$ cat src/rtl/fcr_ram.sv
module fcr_ram #(
  parameter int WIDTH = 8,
  parameter int DEPTH = 16
) (
  input  logic                     clk,
  input  logic                     we,
  input  logic [$clog2(DEPTH)-1:0] waddr,
  input  logic [WIDTH-1:0]         wdata,
  input  logic [$clog2(DEPTH)-1:0] raddr,
  output logic [WIDTH-1:0]         rdata
);

  logic [WIDTH-1:0] mem [DEPTH];

  // write port and registered read port
  always_ff @(posedge clk) begin
    if (we) begin
      mem[waddr] <= wdata;
    end
    rdata <= mem[raddr];
  end

endmodule

$ cat config.mk
export PLATFORM = sky130hd
export DESIGN_NAME = fcr_ram
export DESIGN_NICKNAME = d
export VERILOG_FILES = /design/src/rtl/fcr_ram.sv
export SDC_FILE = /design/constraint.sdc
export NUM_CORES = 1
export LEC_CHECK = 0
export ABC_AREA = 1
export BUFFER_PORTS_ARGS = -buffer_cell sky130_fd_sc_hd__buf_2
export CORE_UTILIZATION = 47
export CTS_CLUSTER_SIZE = 24
export DETAILED_ROUTE_END_ITERATION = 10
export GPL_ROUTABILITY_DRIVEN = 1
export GPL_TIMING_DRIVEN = 0
export SETUP_SLACK_MARGIN = 0.05
export SYNTH_ARGS = -nofsm -noshare
export SYNTH_HDL_FRONTEND = slang
export SYNTH_SLANG_ARGS = --single-unit
$ cat constraint.sdc
create_clock -name clk -period 1.72 [get_ports clk]
set_input_delay 0.086 -clock clk [delete_from_list [all_inputs] [get_ports clk]]
set_output_delay 0.086 -clock clk [all_outputs]
set_load 0.02 [all_outputs]
### Word level (Yosys, flattened, before mapping)

Memories as Yosys holds them, arrays and structs flattened. A register that Yosys moved wholly into a read port is not among the register bits.
Cells that the tools add are included.

* mux-type cells: 2

Operators with widths (count)
* two-way mux 1 bit: 2

* memories kept: 1
* logic and storage cells: 3
* output and inout bits: 8
* bits of input ports: 18
* bits in registers: 0
* memory bits (writable): 128

Memory list
* mem: words 16, width 8, rd ports 1, clocked after Yosys merged registers in 1, write ports 1, line 13 `logic [WIDTH-1:0] mem [DEPTH];`

### Longest topological paths before layout

* word-level depth: 2
* depth in mapped cells: 8
* mapped depth without buffers: 7

### Least setup slack after synthesis

Ideal clock, no wire load.

* path type: in2reg
* start: in waddr[2]
* end: mem mem[10][0] (enable)
* library setup time: 0.370 ns
* path buffers: 0
* slack: 0.683 ns
* cell stages on the path: 2
* arrival time: 0.667 ns
* data required time: 1.350 ns
* cells stage by stage: nand3b_1 > nor2_1

RTL lines
* from (decl): line 7 `input logic [$clog2(DEPTH)-1:0] waddr,`
* to (decl): line 13

No word-level cell before the write port.

### Worst setup path in the final report

* start: in waddr[1]
* end: mem mem[13][7] (enable)

No word-level cell before the write port.

==> run summary <==
In this run the biggest area consumer among cell types represents 66.7% of the synthesized area. The critical register-to-register path startpoint is mem[9][2]. After synthesis, the share of cell area in mux cells is 0%. Entering global routing, the biggest net connects 17 pins.

The floorplan has 40 rows. The average routed wire per standard cell is 18.3 um. The longest clock path from root to sink contains 2 buffers. The overflow left after global routing is 0.

The data required time at the worst endpoint came out at 1.75 ns. Across the routed clock network, the largest skew measured is approximately 0.005 ns. The share of the clock period used by the worst path came out at 71.9%. In the routed design, unresolved DRC markers number 0.

Of the total synthesized cell area, the portion taken by XOR and XNOR cells is 0%. The clock net in this run drives a total of approximately 140 sinks. The worst path needs 1.24 ns of the cycle, external delays included. The final-layout setup total negative slack came out at 0 ns. The tightest min-delay check is of the input pin to flop type.

The run finished with clean final reports. The total via count in the routed design is 3885. The complex-gate fraction of the synthesized area came out at 0%.

The area of all placed cells without fillers came out at 6670 um^2. The synthesized netlist devotes 0% of its cell area to adder and majority cells. Across the run, the number of max-cap violations was 0. The category of the critical setup timing path is input pin to flop.

In this design, the stage delay of the slowest critical-path cell is 0.88 ns. The worst setup path is launched from an input pin. The reg-to-reg critical path endpoint is rdata[2]. The placed instances occupy a cell area of 6060 um^2.

Traced cell by cell, the critical path runs through buf_2 > inv_1 > nand2_1 > nor2_1. The number of cells traversed by the worst hold path came out at 3. Cells with a size suffix above 1 make up 12.4% of the layout. After clock tree synthesis, the repair step resized 0 gates.

Of the total synthesized cell area, the portion taken by AND, OR, NAND and NOR gates is 21.0%. In this run, synthesis produced a sequential element count of around 140. The final layout contains between 600 and 700 nets. After clock tree synthesis, the flow added hold-fix buffers numbering 0.

In this run the worst path has a maximum fanout of 8. The count of inserted antenna diode cells came out at 0. The width of the die is around 110 um. The count of pins over their slew limit was 0. The clock tree root driver cell is clkbuf_16. The congestion estimate from routability-driven global placement came to 0.888. Ranked by total cell area, the synthesized netlist is headed by edfxtp_1 (67%), nand2_1 (11%), nand3_1 (8.4%). Measured in cells, the most critical reg-to-reg path has a length of 6.

At the worst endpoint, the arrival time is 1.27 ns. TritonCTS created 17 clock buffers. The leakage power summed over all cells is just under 3 nW.

The via count of the first global-routing pass came out at 3800. The number of synthesis warnings came out at 0. The start point of the worst min-delay path is raddr[3]. The transition time of the tightest slew-check pin came out at approximately 1.1 ns. Setup violations remaining at the end of the flow were counted as 0. The number of I/O pins came out at 26. Before antenna repair, the detailed router went through 5 iterations. The setup fix buffers added after clock tree synthesis came out at 0. Setup repair after global routing left no endpoint under its margin. The total power density per cell area came out at ~1200 nW/um^2.

The cell count after synthesis is 551. The clock-pin transition on the worst setup and hold timing paths is 0.05 ns. The distinct cell type count after synthesis is 12. The path with the worst hold slack has its endpoint at rdata[3]. Summed over all instances, the cell type with the most area after synthesis is edfxtp_1.

The count of H-tree levels built during CTS is 4. The total area inside the core boundary comes to 12000 um^2. The synthesized netlist net count is 569.

The post-detailed-route count of antenna-violating nets is 0. The highest achievable clock rate is 0.808 GHz. The final hold violation count is 0.

The detailed placement HPWL came out at 8990 um. From synthesis to final layout, the design area changed by 15.6%. The global-route wire length before repair came out at 21500 um. The number of antenna violations at the first check in global routing is 0.

STA classifies the critical path endpoint as a flop. For this configuration, the core starts out at a cell density of 48.2%. The die footprint came out at between 10000 and 15000 um^2. Sequential elements use 69.4% of the synthesized area. The post-detailed-routing wire length is between 10000 and 15000 um. The fill cell total of the finished layout came out at roughly 1000. The maximum vdd drop came out at 683 uV.

The count of input and output buffers came out at 22. The combinational family with the most area after synthesis is simple AND/OR/NAND/NOR gates. The number of DRC violations after detailed-routing iteration 0 is 228. The minimum setup slack among reg-to-reg paths came out at 0.64 ns. The die height is ~110 um. The total routing usage reported by global routing came out at 24.1%. The detail-routed via count per cell came out at 5.17. The worst slew slack as a fraction of its limit came out at 26.2%.

The CTS tree is built. Each instance of the synthesized netlist takes up on average around 10 um^2. On the critical path, the stage with the largest delay is an instance of nor2_1. The clock latency of the later-clocked register in the worst-skew pair came out at between 0.4 and 0.5 ns. The post-synth design cell area is 5770 um^2.
flip-flops by register name (all words and copies together), names as in the netlist:
| signal | cells |
|---|---|
| mem | 128 |
| rdata | 8 |
synthesized netlist by cell type:
cell type / instances
buf_1: 1
nand3_1: 97
nand3b_1: 2
nand2_1: 173
buf_4: 4
nor2_1: 17
edfxtp_1: 128
inv_1: 100
buf_6: 6
inv_2: 2
buf_2: 13
dfxtp_1: 8
where the power goes:
| group | internal (mW) | switching [mW] |
|---|---|---|
| Clock | 2.40 | 1.31 |
| Sequential | 3.71 | 0.0179 |
| Combinational | 0.142 | 0.362 |
| Total | 6.25 | 1.69 |
layer usage:
| layer | vias up | global-route usage, % | part of all wire (%) |
|---|---|---|---|
| li1 | 1862 | - | - |
| met1 | 1837 | 32.1 | 44 |
| met2 | 165 | 36.8 | 45 |
| met3 | 21 | 6.53 | 8.1 |
| met4 | 0 | 11.5 | 2.3 |
| met5 | - | 0 | 0 |
how the worst max path moves through the flow:
stage | from | to | slack (ns) | depth (start not counted)
after global placement | waddr[1] | mem[13][3] | 0.13 | 4
after CTS | waddr[1] | mem[13][3] | 0.55 | 4
final | waddr[1] | mem[13][7] | 0.48 | 4
after detailed placement | waddr[0] | mem[12][7] | 0.09 | 4
after floorplan | waddr[2] | mem[10][0] | 0.68 | 2
after global routing | waddr[1] | mem[13][5] | 0.47 | 4
layout by cell type, fill, tap and decap left out:
cell / n
buf_1: 1
buf_2: 35
buf_4: 4
buf_6: 6
bufinv_16: 4
clkbuf_16: 17
clkinv_1: 3
clkinv_2: 2
clkinv_4: 3
clkinvlp_4: 2
dfxtp_1: 8
edfxtp_1: 128
inv_1: 100
inv_2: 2
nand2_1: 173
nand3_1: 97
nand3b_1: 2
nor2_1: 17
final cells by class:
cell class	count	area, um^2	share of cell area (%)
Clock inverter	14	183	2.74
Clock buffer	17	425	6.38
Buffer	24	166	2.50
Inverter	102	383	5.74
Tap cell	147	184	2.76
Sequential cell	136	4000	60.0
Timing Repair Buffer	22	110	1.65
Multi-Input combinational cell	289	1210	18.2
per-stage QoR:
stage / power (mW) / util (%) / cells / setup WS (ns) / hold WS [ns]
after global routing: 8.18 / 55.8 / 751 / 0.473 / 0.0852
after detailed placement: 4.29 / 50.7 / 720 / 0.0855 / 0.501
after floorplan: 4.08 / - / 551 / 0.683 / 0.185
after global placement: 4.28 / 50.7 / 720 / 0.131 / 0.499
after CTS: 7.97 / 55.8 / 751 / 0.555 / 0.0786
final: 7.94 / 55.8 / 751 / 0.483 / 0.0905
kinds of logic after synthesis:
logic type | count (synthesis)
buffers and inverters | 126
and+or+nand+nor | 289
DFF | 136
worst max-delay path, delay by kind of cell:
| kind | cells | cell delay (ns) |
|---|---|---|
| buf+inv | 2 | 0.17 |
| simple gates | 2 | 1.01 |
(Power assumes the default switching activity.)
